===== config.mk =====
export PLATFORM = sky130hd
export DESIGN_NAME = one_euro_coordinate_filter_flat
export DESIGN_NICKNAME = d
export VERILOG_FILES = /design/src/rtl/oecf_pkg.sv /design/src/rtl/oecf_req_if.sv /design/src/rtl/oecf_rsp_if.sv /design/src/rtl/oecf_csr_if.sv /design/src/rtl/one_euro_coordinate_filter.sv /design/src/flat_wrapper.sv
export SDC_FILE = /design/constraint.sdc
export NUM_CORES = 2
export LEC_CHECK = 0
export ABC_AREA = 1
export BUFFER_PORTS_ARGS = -buffer_cell sky130_fd_sc_hd__buf_2
export CELL_PAD_IN_SITES_DETAIL_PLACEMENT = 0
export CELL_PAD_IN_SITES_GLOBAL_PLACEMENT = 1
export CORE_MARGIN = 2
export CORE_UTILIZATION = 29
export CTS_CLUSTER_DIAMETER = 50
export DETAILED_ROUTE_END_ITERATION = 8
export PLACE_DENSITY_LB_ADDON = 0.15
export SLEW_MARGIN = 30
export SYNTH_ARGS = -nofsm -noshare
export SYNTH_HDL_FRONTEND = slang
export SYNTH_SLANG_ARGS = --single-unit

===== constraint.sdc =====
create_clock -name clock -period 16.7 [get_ports clock]
set_clock_uncertainty 0.15 [all_clocks]
set_input_delay 5.01 -clock clock [delete_from_list [all_inputs] [get_ports clock]]
set_output_delay 5.01 -clock clock [all_outputs]
set_load 0.005 [all_outputs]

===== src/rtl/oecf_pkg.sv =====
// ----------------------------------------------------------------------------
// oecf_pkg
// types and fixed constants of the one-euro coordinate filter
// ----------------------------------------------------------------------------
`default_nettype none

package oecf_pkg;

   // field widths
   localparam int VALUE_W    = 21;
   localparam int CFG_W      = 24;
   localparam int CSR_IDX_W  = 2;
   localparam int SLOPE_W    = 32;
   localparam int OUTCOME_W  = 2;

   // |dv| * 1e6 fits in this many bits
   localparam int NUM_W      = 41;
   // wide operand port of the shared multiplier
   localparam int MUL_A_W    = 33;
   // divider iteration counter, holds NUM_W
   localparam int CNT_W      = 6;

   // elapsed time clamp for the alpha product
   localparam int          DT_CLAMP_W = 39;
   localparam logic [63:0] DT_CLAMP   = 64'd1 << 38;

   localparam logic [19:0]      USEC_PER_SEC = 20'd1000000;
   localparam logic [CFG_W-1:0] CFG_MAX      = {CFG_W{1'b1}};

   // register reset values
   localparam logic [CFG_W-1:0] MIN_CUTOFF_RESET   = 24'd3277;
   localparam logic [CFG_W-1:0] SPEED_GAIN_RESET   = 24'd5242880;
   localparam logic [CFG_W-1:0] DERIV_CUTOFF_RESET = 24'd65536;

   // register indexes
   typedef enum logic [CSR_IDX_W-1:0] {
      CSR_MIN_CUTOFF   = 2'd0,
      CSR_SPEED_GAIN   = 2'd1,
      CSR_DERIV_CUTOFF = 2'd2
   } csr_index_type;

   // result outcome codes
   typedef enum logic [OUTCOME_W-1:0] {
      OUT_PASSED   = 2'd0,
      OUT_RESEEDED = 2'd1,
      OUT_FILTERED = 2'd2,
      OUT_CLEARED  = 2'd3
   } outcome_type;

   // sequencer states
   typedef enum logic [4:0] {
      ST_IDLE,
      ST_NUM_MUL,
      ST_Q_LOAD,
      ST_Q_DIV,
      ST_SC_LO,
      ST_SC_HI,
      ST_SC_SUM,
      ST_P_LO,
      ST_P_HI,
      ST_P_SUM,
      ST_HALVE,
      ST_A_DIV,
      ST_LP_MUL,
      ST_LP_ADD,
      ST_CUT_MUL,
      ST_CUT_ADD,
      ST_FINISH
   } state_type;

endpackage

`default_nettype wire


===== src/rtl/oecf_req_if.sv =====
// ----------------------------------------------------------------------------
// oecf_req_if
// sample request channel of the one-euro coordinate filter
// ----------------------------------------------------------------------------
`default_nettype none

interface oecf_req_if #(
   parameter int TIME_BITS = 48
);
   logic                                valid;
   logic                                ready;
   logic                                action;
   logic signed [oecf_pkg::VALUE_W-1:0] sample_value;
   logic        [TIME_BITS-1:0]         sample_time;
   logic        [oecf_pkg::CFG_W-1:0]   sample_scale;

   modport source (
      output valid, action, sample_value, sample_time, sample_scale,
      input  ready
   );

   modport sink (
      input  valid, action, sample_value, sample_time, sample_scale,
      output ready
   );
endinterface

`default_nettype wire


===== src/rtl/oecf_rsp_if.sv =====
// ----------------------------------------------------------------------------
// oecf_rsp_if
// result channel of the one-euro coordinate filter
// ----------------------------------------------------------------------------
`default_nettype none

interface oecf_rsp_if;
   logic                                  valid;
   logic                                  ready;
   logic signed [oecf_pkg::VALUE_W-1:0]   filtered_value;
   logic        [oecf_pkg::OUTCOME_W-1:0] outcome;

   modport source (
      output valid, filtered_value, outcome,
      input  ready
   );

   modport sink (
      input  valid, filtered_value, outcome,
      output ready
   );
endinterface

`default_nettype wire


===== src/rtl/oecf_csr_if.sv =====
// ----------------------------------------------------------------------------
// oecf_csr_if
// register write channel of the one-euro coordinate filter
// ----------------------------------------------------------------------------
`default_nettype none

interface oecf_csr_if;
   logic                              valid;
   logic                              ready;
   logic [oecf_pkg::CSR_IDX_W-1:0]    index;
   logic [oecf_pkg::CFG_W-1:0]        data;

   modport source (
      output valid, index, data,
      input  ready
   );

   modport sink (
      input  valid, index, data,
      output ready
   );
endinterface

`default_nettype wire


===== src/rtl/one_euro_coordinate_filter.sv =====
// ----------------------------------------------------------------------------
// one_euro_coordinate_filter
// adaptive one-euro low-pass filter for one coordinate stream, fixed point
// ----------------------------------------------------------------------------
// Each request carries a coordinate (signed, FRAC_BITS fraction bits), a
// microsecond timestamp and a derivative scale, and gives exactly one result.
// A clear request, a zero scale and a sample that is first or not newer than
// the last one go straight from acceptance to the finish state. A filtered
// sample runs through one shared 33 x 24 multiplier and one shared radix-2
// divider under a sequencer: a 41-step derivative quotient, then for each
// of the two low passes a halving loop of up to FRAC_BITS steps and a
// FRAC_BITS-step alpha division, both skipped when that cutoff is zero. The
// finish state holds the result while the previous result is still unread,
// and req ready stays low meanwhile.
// The result waits in an output register, so the next request is taken
// while it is unread.
// Register writes are taken every cycle and must only arrive while idle.
// ----------------------------------------------------------------------------
`default_nettype none

module one_euro_coordinate_filter #(
   parameter int FRAC_BITS = 16,
   parameter int TIME_BITS = 48
) (
   input  logic       clock,
   input  logic       reset,
   oecf_req_if.sink   req_bus,
   oecf_rsp_if.source rsp_bus,
   oecf_csr_if.sink   csr_bus
);
   import oecf_pkg::*;

   localparam int AW      = FRAC_BITS + 1;
   localparam int MUL_B_W = (AW > CFG_W) ? AW : CFG_W;
   localparam int PROD_W  = MUL_A_W + MUL_B_W;
   localparam int SC_W    = PROD_W + MUL_A_W + 1;

   localparam logic [63:0]   RC_DEN    = (64'd159154943092 << FRAC_BITS) / 64'd1000000;
   localparam logic [63:0]   HALVE_LIM = 64'd1 << (62 - FRAC_BITS);
   localparam logic [AW-1:0] ONE_Q     = {1'b1, {FRAC_BITS{1'b0}}};

   // sequencer
   state_type state_ff, state_in;

   // configuration registers
   logic [CFG_W-1:0] min_cutoff_ff, min_cutoff_in;
   logic [CFG_W-1:0] speed_gain_ff, speed_gain_in;
   logic [CFG_W-1:0] deriv_cutoff_ff, deriv_cutoff_in;

   // filter state
   logic                      seeded_ff, seeded_in;
   logic [TIME_BITS-1:0]      prior_time_ff, prior_time_in;
   logic signed [VALUE_W-1:0] prior_raw_ff, prior_raw_in;
   logic signed [VALUE_W-1:0] prior_smoothed_ff, prior_smoothed_in;
   logic signed [SLOPE_W-1:0] slope_ff, slope_in;

   // working registers of one request
   logic signed [VALUE_W-1:0] v_ff, v_in;
   logic [TIME_BITS-1:0]      t_ff, t_in;
   logic [CFG_W-1:0]          scale_ff, scale_in;
   logic [TIME_BITS-1:0]      dt_ff, dt_in;
   logic [VALUE_W-1:0]        mag_ff, mag_in;
   logic                      dv_neg_ff, dv_neg_in;
   logic signed [SLOPE_W-1:0] deriv_ff, deriv_in;
   logic [CFG_W-1:0]          cutoff_ff, cutoff_in;
   logic                      pass_ff, pass_in;
   logic [PROD_W-1:0]         prod_ff;
   logic [PROD_W-1:0]         acc_ff, acc_in;
   logic [63:0]               p_ff, p_in;
   logic [63:0]               d_ff, d_in;
   logic signed [VALUE_W-1:0] result_ff, result_in;
   outcome_type               outcome_ff, outcome_in;

   // shared divider
   logic [63:0]      rem_ff, rem_in;
   logic [63:0]      divisor_ff, divisor_in;
   logic [NUM_W-1:0] dvd_ff, dvd_in;
   logic [NUM_W-1:0] quo_ff, quo_in;
   logic [CNT_W-1:0] cnt_ff, cnt_in;

   // output register
   logic                      rsp_valid_ff, rsp_valid_in;
   logic signed [VALUE_W-1:0] rsp_value_ff, rsp_value_in;
   outcome_type               rsp_outcome_ff, rsp_outcome_in;

   // shared multiplier
   logic [MUL_A_W-1:0] mul_a;
   logic [MUL_B_W-1:0] mul_b;
   logic [PROD_W-1:0]  mul_p;

   // datapath helpers
   logic                      req_fire;
   logic signed [VALUE_W-1:0] req_value;
   logic signed [VALUE_W:0]   dv_w;
   logic signed [VALUE_W:0]   dv_abs;
   logic [64:0]               rem_sh;
   logic                      div_fits;
   logic [64:0]               rem_sub;
   logic [63:0]               dt_wide;
   logic [DT_CLAMP_W-1:0]     dtc;
   logic [CFG_W-1:0]          fc_sel;
   logic [63:0]               pd_sum;
   logic [SC_W-1:0]           sc_full;
   logic [SC_W-1:0]           sc_shift;
   logic [SLOPE_W-2:0]        dmag;
   logic signed [32:0]        lp_x;
   logic signed [32:0]        lp_prev;
   logic signed [32:0]        lp_diff;
   logic signed [32:0]        lp_abs;
   logic signed [PROD_W:0]    lp_prod_s;
   logic signed [PROD_W:0]    lp_step;
   logic signed [32:0]        lp_y;
   logic signed [SLOPE_W-1:0] slope_abs;
   logic [PROD_W:0]           cut_sum;

   assign req_bus.ready = (state_ff == ST_IDLE);
   assign csr_bus.ready = 1'b1;
   assign req_fire      = req_bus.valid && (state_ff == ST_IDLE);
   assign req_value     = req_bus.sample_value;

   assign rsp_bus.valid          = rsp_valid_ff;
   assign rsp_bus.filtered_value = rsp_value_ff;
   assign rsp_bus.outcome        = rsp_outcome_ff;

   // raw difference against the last sample
   assign dv_w   = (VALUE_W+1)'(req_value) - (VALUE_W+1)'(prior_raw_ff);
   assign dv_abs = dv_w[VALUE_W] ? -dv_w : dv_w;

   // one restoring division step
   assign rem_sh   = {rem_ff, dvd_ff[NUM_W-1]};
   assign div_fits = (rem_sh >= {1'b0, divisor_ff});
   assign rem_sub  = rem_sh - {1'b0, divisor_ff};

   // clamped elapsed time and cutoff of the current low pass
   assign dt_wide = 64'(dt_ff);
   assign dtc     = (dt_wide > DT_CLAMP) ? DT_CLAMP[DT_CLAMP_W-1:0]
                                         : dt_wide[DT_CLAMP_W-1:0];
   assign fc_sel  = pass_ff ? cutoff_ff : deriv_cutoff_ff;
   assign pd_sum  = p_ff + d_ff;

   // scaled derivative from the two partial products
   assign sc_full  = SC_W'(acc_ff) + (SC_W'(prod_ff) << MUL_A_W);
   assign sc_shift = sc_full >> FRAC_BITS;
   assign dmag     = (|sc_shift[SC_W-1:SLOPE_W-1]) ? {(SLOPE_W-1){1'b1}}
                                                    : sc_shift[SLOPE_W-2:0];

   // low pass operands: slope on the first pass, value on the second
   assign lp_x      = pass_ff ? 33'(v_ff) : 33'(deriv_ff);
   assign lp_prev   = pass_ff ? 33'(prior_smoothed_ff) : 33'(slope_ff);
   assign lp_diff   = lp_x - lp_prev;
   assign lp_abs    = lp_diff[32] ? -lp_diff : lp_diff;
   assign lp_prod_s = lp_diff[32] ? -$signed({1'b0, prod_ff}) : $signed({1'b0, prod_ff});
   assign lp_step   = lp_prod_s >>> FRAC_BITS;
   assign lp_y      = lp_prev + $signed(lp_step[32:0]);

   // adaptive cutoff
   assign slope_abs = slope_ff[SLOPE_W-1] ? -slope_ff : slope_ff;
   assign cut_sum   = (PROD_W+1)'(min_cutoff_ff) + (PROD_W+1)'(prod_ff >> FRAC_BITS);

   assign mul_p = PROD_W'(mul_a) * PROD_W'(mul_b);

   // next state and datapath control
   always_comb begin
      state_in          = state_ff;
      min_cutoff_in     = min_cutoff_ff;
      speed_gain_in     = speed_gain_ff;
      deriv_cutoff_in   = deriv_cutoff_ff;
      seeded_in         = seeded_ff;
      prior_time_in     = prior_time_ff;
      prior_raw_in      = prior_raw_ff;
      prior_smoothed_in = prior_smoothed_ff;
      slope_in          = slope_ff;
      v_in              = v_ff;
      t_in              = t_ff;
      scale_in          = scale_ff;
      dt_in             = dt_ff;
      mag_in            = mag_ff;
      dv_neg_in         = dv_neg_ff;
      deriv_in          = deriv_ff;
      cutoff_in         = cutoff_ff;
      pass_in           = pass_ff;
      acc_in            = acc_ff;
      p_in              = p_ff;
      d_in              = d_ff;
      result_in         = result_ff;
      outcome_in        = outcome_ff;
      rem_in            = rem_ff;
      divisor_in        = divisor_ff;
      dvd_in            = dvd_ff;
      quo_in            = quo_ff;
      cnt_in            = cnt_ff;
      rsp_valid_in      = rsp_valid_ff;
      rsp_value_in      = rsp_value_ff;
      rsp_outcome_in    = rsp_outcome_ff;
      mul_a             = '0;
      mul_b             = '0;

      // register writes
      if (csr_bus.valid) begin
         case (csr_bus.index)
            CSR_MIN_CUTOFF:   min_cutoff_in   = csr_bus.data;
            CSR_SPEED_GAIN:   speed_gain_in   = csr_bus.data;
            CSR_DERIV_CUTOFF: deriv_cutoff_in = csr_bus.data;
            default: ;
         endcase
      end

      // result taken downstream
      if (rsp_valid_ff && rsp_bus.ready) begin
         rsp_valid_in = 1'b0;
      end

      case (state_ff)
         ST_IDLE: begin
            if (req_fire) begin
               v_in     = req_value;
               t_in     = req_bus.sample_time;
               scale_in = req_bus.sample_scale;
               if (req_bus.action) begin
                  seeded_in         = 1'b0;
                  prior_time_in     = '0;
                  prior_raw_in      = '0;
                  prior_smoothed_in = '0;
                  slope_in          = '0;
                  result_in         = '0;
                  outcome_in        = OUT_CLEARED;
                  state_in          = ST_FINISH;
               end else if (req_bus.sample_scale == '0) begin
                  result_in  = req_value;
                  outcome_in = OUT_PASSED;
                  state_in   = ST_FINISH;
               end else if (!seeded_ff || (req_bus.sample_time <= prior_time_ff)) begin
                  seeded_in         = 1'b1;
                  prior_time_in     = req_bus.sample_time;
                  prior_raw_in      = req_value;
                  prior_smoothed_in = req_value;
                  slope_in          = '0;
                  result_in         = req_value;
                  outcome_in        = OUT_RESEEDED;
                  state_in          = ST_FINISH;
               end else begin
                  dt_in     = req_bus.sample_time - prior_time_ff;
                  mag_in    = dv_abs[VALUE_W-1:0];
                  dv_neg_in = dv_w[VALUE_W];
                  pass_in   = 1'b0;
                  state_in  = ST_NUM_MUL;
               end
            end
         end

         // |dv| * 1e6
         ST_NUM_MUL: begin
            mul_a    = MUL_A_W'(mag_ff);
            mul_b    = MUL_B_W'(USEC_PER_SEC);
            state_in = ST_Q_LOAD;
         end

         ST_Q_LOAD: begin
            rem_in     = '0;
            dvd_in     = prod_ff[NUM_W-1:0];
            divisor_in = 64'(dt_ff);
            quo_in     = '0;
            cnt_in     = CNT_W'(NUM_W);
            state_in   = ST_Q_DIV;
         end

         // raw rate quotient, one bit per cycle
         ST_Q_DIV: begin
            rem_in = div_fits ? rem_sub[63:0] : rem_sh[63:0];
            quo_in = {quo_ff[NUM_W-2:0], div_fits};
            dvd_in = dvd_ff << 1;
            cnt_in = cnt_ff - 1'b1;
            if (cnt_ff == CNT_W'(1)) begin
               state_in = ST_SC_LO;
            end
         end

         // rate times scale in two partial products
         ST_SC_LO: begin
            mul_a    = quo_ff[MUL_A_W-1:0];
            mul_b    = MUL_B_W'(scale_ff);
            state_in = ST_SC_HI;
         end

         ST_SC_HI: begin
            acc_in   = prod_ff;
            mul_a    = MUL_A_W'(quo_ff[NUM_W-1:MUL_A_W]);
            mul_b    = MUL_B_W'(scale_ff);
            state_in = ST_SC_SUM;
         end

         ST_SC_SUM: begin
            deriv_in = dv_neg_ff ? -$signed({1'b0, dmag}) : $signed({1'b0, dmag});
            state_in = ST_P_LO;
         end

         // alpha: product of cutoff and clamped time, or one when the cutoff is zero
         ST_P_LO: begin
            if (fc_sel == '0) begin
               quo_in   = NUM_W'(ONE_Q);
               state_in = ST_LP_MUL;
            end else begin
               mul_a    = dtc[MUL_A_W-1:0];
               mul_b    = MUL_B_W'(fc_sel);
               state_in = ST_P_HI;
            end
         end

         ST_P_HI: begin
            acc_in   = prod_ff;
            mul_a    = MUL_A_W'(dtc[DT_CLAMP_W-1:MUL_A_W]);
            mul_b    = MUL_B_W'(fc_sel);
            state_in = ST_P_SUM;
         end

         ST_P_SUM: begin
            p_in     = 64'(acc_ff) + (64'(prod_ff) << MUL_A_W);
            d_in     = RC_DEN;
            state_in = ST_HALVE;
         end

         // halve both terms until the sum fits, then start the division
         ST_HALVE: begin
            if (pd_sum >= HALVE_LIM) begin
               p_in = p_ff >> 1;
               d_in = d_ff >> 1;
            end else begin
               rem_in     = p_ff;
               divisor_in = pd_sum;
               dvd_in     = '0;
               quo_in     = '0;
               cnt_in     = CNT_W'(FRAC_BITS);
               state_in   = ST_A_DIV;
            end
         end

         ST_A_DIV: begin
            rem_in = div_fits ? rem_sub[63:0] : rem_sh[63:0];
            quo_in = {quo_ff[NUM_W-2:0], div_fits};
            dvd_in = dvd_ff << 1;
            cnt_in = cnt_ff - 1'b1;
            if (cnt_ff == CNT_W'(1)) begin
               state_in = ST_LP_MUL;
            end
         end

         // low pass: alpha times the step
         ST_LP_MUL: begin
            mul_a    = lp_abs;
            mul_b    = MUL_B_W'(quo_ff[AW-1:0]);
            state_in = ST_LP_ADD;
         end

         ST_LP_ADD: begin
            if (pass_ff) begin
               result_in         = lp_y[VALUE_W-1:0];
               prior_smoothed_in = lp_y[VALUE_W-1:0];
               prior_time_in     = t_ff;
               prior_raw_in      = v_ff;
               outcome_in        = OUT_FILTERED;
               state_in          = ST_FINISH;
            end else begin
               slope_in = lp_y[SLOPE_W-1:0];
               state_in = ST_CUT_MUL;
            end
         end

         // cutoff from the smoothed slope
         ST_CUT_MUL: begin
            mul_a    = {1'b0, slope_abs};
            mul_b    = MUL_B_W'(speed_gain_ff);
            state_in = ST_CUT_ADD;
         end

         ST_CUT_ADD: begin
            cutoff_in = (cut_sum > (PROD_W+1)'(CFG_MAX)) ? CFG_MAX : cut_sum[CFG_W-1:0];
            pass_in   = 1'b1;
            state_in  = ST_P_LO;
         end

         // hand the result to the output register
         ST_FINISH: begin
            if (!rsp_valid_ff || rsp_bus.ready) begin
               rsp_valid_in   = 1'b1;
               rsp_value_in   = result_ff;
               rsp_outcome_in = outcome_ff;
               state_in       = ST_IDLE;
            end
         end

         default: begin
            state_in = ST_IDLE;
         end
      endcase
   end

   // control and filter state
   always_ff @(posedge clock) begin
      if (reset) begin
         state_ff          <= ST_IDLE;
         min_cutoff_ff     <= MIN_CUTOFF_RESET;
         speed_gain_ff     <= SPEED_GAIN_RESET;
         deriv_cutoff_ff   <= DERIV_CUTOFF_RESET;
         seeded_ff         <= 1'b0;
         prior_time_ff     <= '0;
         prior_raw_ff      <= '0;
         prior_smoothed_ff <= '0;
         slope_ff          <= '0;
         rsp_valid_ff      <= 1'b0;
      end else begin
         state_ff          <= state_in;
         min_cutoff_ff     <= min_cutoff_in;
         speed_gain_ff     <= speed_gain_in;
         deriv_cutoff_ff   <= deriv_cutoff_in;
         seeded_ff         <= seeded_in;
         prior_time_ff     <= prior_time_in;
         prior_raw_ff      <= prior_raw_in;
         prior_smoothed_ff <= prior_smoothed_in;
         slope_ff          <= slope_in;
         rsp_valid_ff      <= rsp_valid_in;
      end
   end

   // payload and datapath registers
   always_ff @(posedge clock) begin
      v_ff           <= v_in;
      t_ff           <= t_in;
      scale_ff       <= scale_in;
      dt_ff          <= dt_in;
      mag_ff         <= mag_in;
      dv_neg_ff      <= dv_neg_in;
      deriv_ff       <= deriv_in;
      cutoff_ff      <= cutoff_in;
      pass_ff        <= pass_in;
      prod_ff        <= mul_p;
      acc_ff         <= acc_in;
      p_ff           <= p_in;
      d_ff           <= d_in;
      result_ff      <= result_in;
      outcome_ff     <= outcome_in;
      rem_ff         <= rem_in;
      divisor_ff     <= divisor_in;
      dvd_ff         <= dvd_in;
      quo_ff         <= quo_in;
      cnt_ff         <= cnt_in;
      rsp_value_ff   <= rsp_value_in;
      rsp_outcome_ff <= rsp_outcome_in;
   end

endmodule

`default_nettype wire


===== src/flat_wrapper.sv =====
// flat-port wrapper written by rule: the top's interface ports become plain ports
module one_euro_coordinate_filter_flat import oecf_pkg::*;
#(
   parameter int FRAC_BITS = 16,
   parameter int TIME_BITS = 48
)
  (clock, reset, req_bus_valid, req_bus_action, req_bus_sample_value, req_bus_sample_time, req_bus_sample_scale, req_bus_ready, rsp_bus_valid, rsp_bus_filtered_value, rsp_bus_outcome, rsp_bus_ready, csr_bus_valid, csr_bus_index, csr_bus_data, csr_bus_ready);
  oecf_req_if #(.TIME_BITS(TIME_BITS)) req_bus_i ();
  oecf_rsp_if rsp_bus_i ();
  oecf_csr_if csr_bus_i ();
  input  logic clock;
  input  logic reset;
  input wire logic [$bits(req_bus_i.valid)-1:0] req_bus_valid;
  input wire logic [$bits(req_bus_i.action)-1:0] req_bus_action;
  input wire logic [$bits(req_bus_i.sample_value)-1:0] req_bus_sample_value;
  input wire logic [$bits(req_bus_i.sample_time)-1:0] req_bus_sample_time;
  input wire logic [$bits(req_bus_i.sample_scale)-1:0] req_bus_sample_scale;
  output wire logic [$bits(req_bus_i.ready)-1:0] req_bus_ready;
  output wire logic [$bits(rsp_bus_i.valid)-1:0] rsp_bus_valid;
  output wire logic [$bits(rsp_bus_i.filtered_value)-1:0] rsp_bus_filtered_value;
  output wire logic [$bits(rsp_bus_i.outcome)-1:0] rsp_bus_outcome;
  input wire logic [$bits(rsp_bus_i.ready)-1:0] rsp_bus_ready;
  input wire logic [$bits(csr_bus_i.valid)-1:0] csr_bus_valid;
  input wire logic [$bits(csr_bus_i.index)-1:0] csr_bus_index;
  input wire logic [$bits(csr_bus_i.data)-1:0] csr_bus_data;
  output wire logic [$bits(csr_bus_i.ready)-1:0] csr_bus_ready;
  assign req_bus_i.valid = req_bus_valid;
  assign req_bus_i.action = req_bus_action;
  assign req_bus_i.sample_value = req_bus_sample_value;
  assign req_bus_i.sample_time = req_bus_sample_time;
  assign req_bus_i.sample_scale = req_bus_sample_scale;
  assign req_bus_ready = req_bus_i.ready;
  assign rsp_bus_valid = rsp_bus_i.valid;
  assign rsp_bus_filtered_value = rsp_bus_i.filtered_value;
  assign rsp_bus_outcome = rsp_bus_i.outcome;
  assign rsp_bus_i.ready = rsp_bus_ready;
  assign csr_bus_i.valid = csr_bus_valid;
  assign csr_bus_i.index = csr_bus_index;
  assign csr_bus_i.data = csr_bus_data;
  assign csr_bus_ready = csr_bus_i.ready;
  one_euro_coordinate_filter #(.FRAC_BITS(FRAC_BITS), .TIME_BITS(TIME_BITS)) u_core (.clock(clock), .reset(reset), .req_bus(req_bus_i), .rsp_bus(rsp_bus_i), .csr_bus(csr_bus_i));
endmodule

# Yosys cells after proc, flatten, opt, wreduce, memory -nomap -nowiden
# Cells that the tools add are included.
word_totals:
  reg_bits: 925
  latch_bits: 0
  mem_bits_rw: 0
  rom_bits: 0
  in_bits: 125
  output_inout_bits: 26
  memories: 0
classes:
  addsub: 15
  n_mul: 1
  div_mod_pow: 0
  order_cmp: 5
  n_eq_ne: 35
  shifts: 0
  n_mux: 81
  bitwise_logic: 3
  reduce_logical: 38
op_table:
  columns: ["op", "count"]
  rows:
  - ["64-bit case mux with 2 select lines", 3]
  - ["64-bit 2-to-1 mux", 5]
  - ["48-bit 2-to-1 mux", 6]
  - ["33-bit case mux with 7 select lines", 1]
  - ["21-bit 2-to-1 mux", 10]
  - ["32-bit 2-to-1 mux", 6]
  - ["64-bit case mux with 3 select lines", 1]
  - ["41-bit case mux with 4 select lines", 1]
  - ["24-bit case mux with 6 select lines", 1]
  - ["33-bit 2-to-1 mux", 4]
  - ["21-bit case mux with 2 select lines", 3]
  - ["41-bit case mux with 3 select lines", 1]
  - ["48-bit case mux with 2 select lines", 1]
  - ["57-bit by 90-bit adder with 91-bit output", 1]
  - ["41-bit 2-to-1 mux", 2]
  - ["5-bit case mux with 16 select lines", 1]
  - ["65-bit by 64-bit greater-or-equal comparator with 1-bit output", 1]
  - ["57-bit by 64-bit adder with 64-bit output", 1]
  - ["64-bit adder", 1]
  - ["64-bit by 47-bit greater-or-equal comparator with 1-bit output, second input constant", 1]
  - ["32-bit case mux with 2 select lines", 1]
  - ["64-bit subtractor", 1]
  - ["31-bit 2-to-1 mux", 2]
  - ["58-bit by 24-bit > comparator with 1-bit output, second input constant", 1]
  - ["53 further kinds", 122]

# Depth between registers and ports, before layout
depth:
  word_depth: 7
  depth_mapped: 61
  depth_no_buf: 56

# Least setup slack after synthesis
# OpenSTA, ideal clock, no wires.
synth_timing:
  path_kind: "in2reg"
  start: "input port req_bus_valid"
  end: "register u_core.dt_ff[0] (enable)"
  setup_ns: 0.498
  arrival_time_ns: 12.431
  setup_slack_ns: 3.621
  stages: 4
  n_path_buf: 0
  path_cell_list: "inv_1 > nor2_1 > inv_1 > nor2_1"
synth_between:
  elab_chain_len: 2
synth_lines:
  columns: ["element", "line_no", "rtl"]
  rows:
  - ["start: declaration", "flat_wrapper.sv:13", "input wire logic [$bits(req_bus_i.valid)-1:0] req_bus_valid;"]
  - ["1-bit logical AND", "one_euro_coordinate_filter.sv:118", "assign req_fire = req_bus.valid && (state_ff == ST_IDLE);"]
  - ["5-bit AND reduction (no source line)", null, null]
  - ["end signal: assignment", "one_euro_coordinate_filter.sv:429", "dt_ff <= dt_in;"]
  - ["end: declaration", "one_euro_coordinate_filter.sv:61", "logic [TIME_BITS-1:0] dt_ff, dt_in;"]
# No other way between the ends.
# A chain may end at the register's enable or synchronous reset.

# Final worst setup path
layout_timing:
  start: "register u_core.pass_ff"
  end: "register u_core.prod_ff[56]"
layout_between:
  elab_chain_len: 6
  elab_cells_between_ends: 12
  classes_between: "add/sub (2); mul (1); mux (8); reduce/logical (1)"
layout_lines:
  columns: ["element", "line_no", "rtl"]
  rows:
  - ["start: declaration", "one_euro_coordinate_filter.sv:66", "logic pass_ff, pass_in;"]
  - ["start signal: assignment", "one_euro_coordinate_filter.sv:434", "pass_ff <= pass_in;"]
  - ["33-bit 2-to-1 mux, on equally long branches", "one_euro_coordinate_filter.sv:148, one_euro_coordinate_filter.sv:149", null]
  - ["33-bit subtractor", "one_euro_coordinate_filter.sv:150", "assign lp_diff = lp_x - lp_prev;"]
  - ["33-bit negation", "one_euro_coordinate_filter.sv:151", "assign lp_abs = lp_diff[32] ? -lp_diff : lp_diff;"]
  - ["33-bit 2-to-1 mux", "one_euro_coordinate_filter.sv:151", null]
  - ["33-bit case mux with 7 select lines", "one_euro_coordinate_filter.sv:213", "case (state_ff)"]
  - ["33-bit by 24-bit multiplier with 57-bit output (*)", "one_euro_coordinate_filter.sv:160", "assign mul_p = PROD_W'(mul_a) * PROD_W'(mul_b);"]
  - ["net u_core.mul_p[56]", "one_euro_coordinate_filter.sv:89", "logic [PROD_W-1:0] mul_p;"]
  - ["end signal: assignment", "one_euro_coordinate_filter.sv:435", "prod_ff <= mul_p;"]
  - ["end: declaration", "one_euro_coordinate_filter.sv:67", "logic [PROD_W-1:0] prod_ff;"]
# Mark *: on every way through the listed nets, which the timed path passes. The rest lies on a longest branch.

==> run metrics <==
kind of critical path=reg2reg; Post-synth EDFFs=637; pwr dens=144 nW/um^2; FF+latch count, synth=895; TNS Setup=0 ns; Post-CTS Setup Inserts=0; FF-to-FF path depth=48; DIE WIDTH=540 um; Clock Path Buffers=4; Hold Path Class=reg2reg; DRT Wirelength=376000 um; outcome=complete, no violations; die height=540 um; post-synthesis xor/xnor area fraction=4.07%; final setup vio count=0; CP dominant cell by count=inv_1; commonest non-fill, non-tap cell in the layout=nand2_1; minimum clock period=12.41 ns; DP Cell Count=14500; NetSw=6.61 mW; Detailed Route Iter0 Violations=6565; hold slack=0.270 ns; Switching Share=48.6%; Pre-antenna DRT Iters=6; P_int=7.00 mW; FP Rows=196; fin crit share=74.3%; detailed-placement wirelength estimate=304000 um; footprint of the multi-input gates=50500 um^2; Worst Setup Start Kind=register; drt drc=0; nets@finish=12200; sequential area share after synthesis=29.1%; first-pass GRT wire length=539000 um; IR drop worst, VDD=0.109 mV; Most used DFF post-synth=edfxtp_1; vias in the first global route=75000; number of buffers created by CTS=161; clk_lat worst skew=0.85 ns; Root Driver=clkbuf_16; crit path DAT=12.98 ns; clock share of power=24.8%; Seq pwr share=24.0%; fillcell total=30700; clock slew at reported path FFs=0.06 ns; Cell Area, Synth=83500 um^2; antenna-violating nets left=0; synth unique cells=77; post-DR vias/cell=5.01; Syn Inst Count=10700; antenna violations before repair=19; complex-gate fraction of the synthesized area=11.6%; max_slew headroom=31.1%; Worst EP required=17.28 ns; Syn Nets=12000; Least-Margin Pin Slew=1.03 ns; Final Non-Filler Cells=14800; Leak=42.5 nW; clock sink count=895; Top-Level Pins=151; ys async rst share=0%; register area=24300 um^2; most frequent cells in the layout=nand2_1, inv_1, nor2_1; number of H-tree levels=4; Initial Util=29.2%; CTS tree=yes; Final Hold Viols=0; area growth from synthesis to layout=12.9%; hold_buf cts=0; CP max stage cell=buf_4; GRT Util Overall=25.3%; critical path fanouts, max=81; Total Power=13.6 mW; Final GP Congestion=0.952; average routed wire per standard cell=25.4 um; maximum number of pins on one net before global-route repair=95; die area=292000 um^2; main combinational cell family by area after synthesis=adder cells; adder-cell share of the synthesized area=23.5%; number of max-cap violations=0; DR vias=74000; Comb power frac=51.1%; synthesis warning total=0; Syn Area/Cell=7.77 um^2; global route overflow=0; Post-Synth Simple-Gate Area=20.9%; Max Clock Freq=80.6 MHz; layout cell share with drive strength beyond 1=6.88%; crit-path max cell delay=0.66 ns; unrepaired setup endpoints after global routing=no; post-synthesis mux area share=0.0480%; core area=286000 um^2; # port buffers=149; post-cts gate resize count=0; WHS Path Cells=0; Max Slew Vio Count=0; Worst Setup End Kind=register
[logic make-up (layout without fill, tap and decap cells)]
logic type | after synthesis | after routing
buf+inv | 2328 | 2578
flops | 895 | 895
fa+ha+maj | 1155 | 1155
simple gates | 4256 | 4256
xor+xnor | 385 | 385
other cells | 1 | 11
compound gates | 1723 | 1723
mux | 4 | 4
[per-stage QoR]
stage	instance area (um^2)	setup slack [ns]	util, %
floorplan	83500	3.62	-
CTS	94200	4.31	33.0
global route	94200	3.45	33.0
detailed placement	88800	4.35	31.1
global placement	88800	3.72	31.1
finish	94300	4.29	33.0
[metal layers]
metal / up-vias / share of wire [%] / global-route usage (%)
li1: 34600 / - / -
met1: 36800 / 46 / 35.0
met2: 2245 / 45 / 41.0
met3: 395 / 5.6 / 3.57
met4: 0 / 3.1 / 6.96
met5: - / 0 / 0
[power by group through the flow]
stage               Sequential [mW]  Clock [mW]  Combinational (mW)
finish                         3.27        3.38                6.96
global route                   3.31        3.53                7.60
CTS                            3.27        3.44                6.96
detailed placement             3.31           0                6.91
global placement               3.31           0                6.96
floorplan                      3.21           0                4.33
[cell type report]
cell class | instances | share of cell area, %
Sequential cell | 895 | 25.8
Inverter | 1998 | 7.96
Multi-Input combinational cell | 7524 | 53.6
Tap cell | 3762 | 4.99
Timing Repair Buffer | 293 | 1.94
Clock inverter | 99 | 1.24
Clock buffer | 188 | 4.50
Antenna cell | 10 | 0.0265
[worst paths after layout]
kind | start | endpoint | slack (ns)
worst max-delay path | u_core.pass_ff | u_core.prod_ff[56] | 4.29
worst min register to register | u_core.result_ff[13] | u_core.rsp_bus.filtered_value[13] | 0.27
worst min-delay path | u_core.result_ff[13] | u_core.rsp_bus.filtered_value[13] | 0.27
worst max register to register | u_core.pass_ff | u_core.prod_ff[56] | 4.29
[registers in the layout, indices dropped and copies added (netlist names), 24 cells and up]
register                flops
u_core.deriv_cutoff_ff     24
u_core.cutoff_ff           24
u_core.speed_gain_ff       24
u_core.slope_ff            32
u_core.quo_ff              41
u_core.min_cutoff_ff       24
u_core.divisor_ff          64
u_core.prod_ff             57
u_core.d_ff                34
u_core.deriv_ff            32
u_core.rem_ff              64
u_core.prior_time_ff       48
u_core.acc_ff              57
u_core.dvd_ff              41
u_core.dt_ff               48
u_core.p_ff                64
u_core.t_ff                48
u_core.scale_ff            24
[critical path: cells and delay by family, from the launching register on]
kind | cells | cell delay (ns)
fa+ha+maj | 10 | 4.49
buf+inv | 14 | 2.69
compound gates | 11 | 2.34
simple gates | 12 | 2.08
flops | 1 | 0.35
xor+xnor | 1 | 0.16
[cells in the mapped netlist (all sizes together) (22+ instances only)]
library cell / n / area share [%]
a211oi: 23 / 0.21
a21boi: 23 / 0.22
a21o: 28 / 0.25
a21oi: 627 / 3.8
a221oi: 32 / 0.42
a31oi: 126 / 0.96
buf: 118 / 0.78
clkbuf: 212 / 0.95
dfxtp: 258 / 6.2
edfxtp: 637 / 23
fa: 688 / 17
ha: 467 / 7.0
inv: 1985 / 8.9
nand2: 2415 / 11
nand3: 291 / 1.8
nand4: 135 / 1.0
nor2: 1153 / 5.3
nor3: 112 / 0.77
nor4: 52 / 0.40
o211ai: 27 / 0.24
o21a: 49 / 0.44
o21ai: 677 / 4.1
o21bai: 22 / 0.20
o22ai: 39 / 0.29
or2: 61 / 0.46
xnor2: 160 / 1.7
xor2: 225 / 2.4
(Power assumes the default switching activity.)
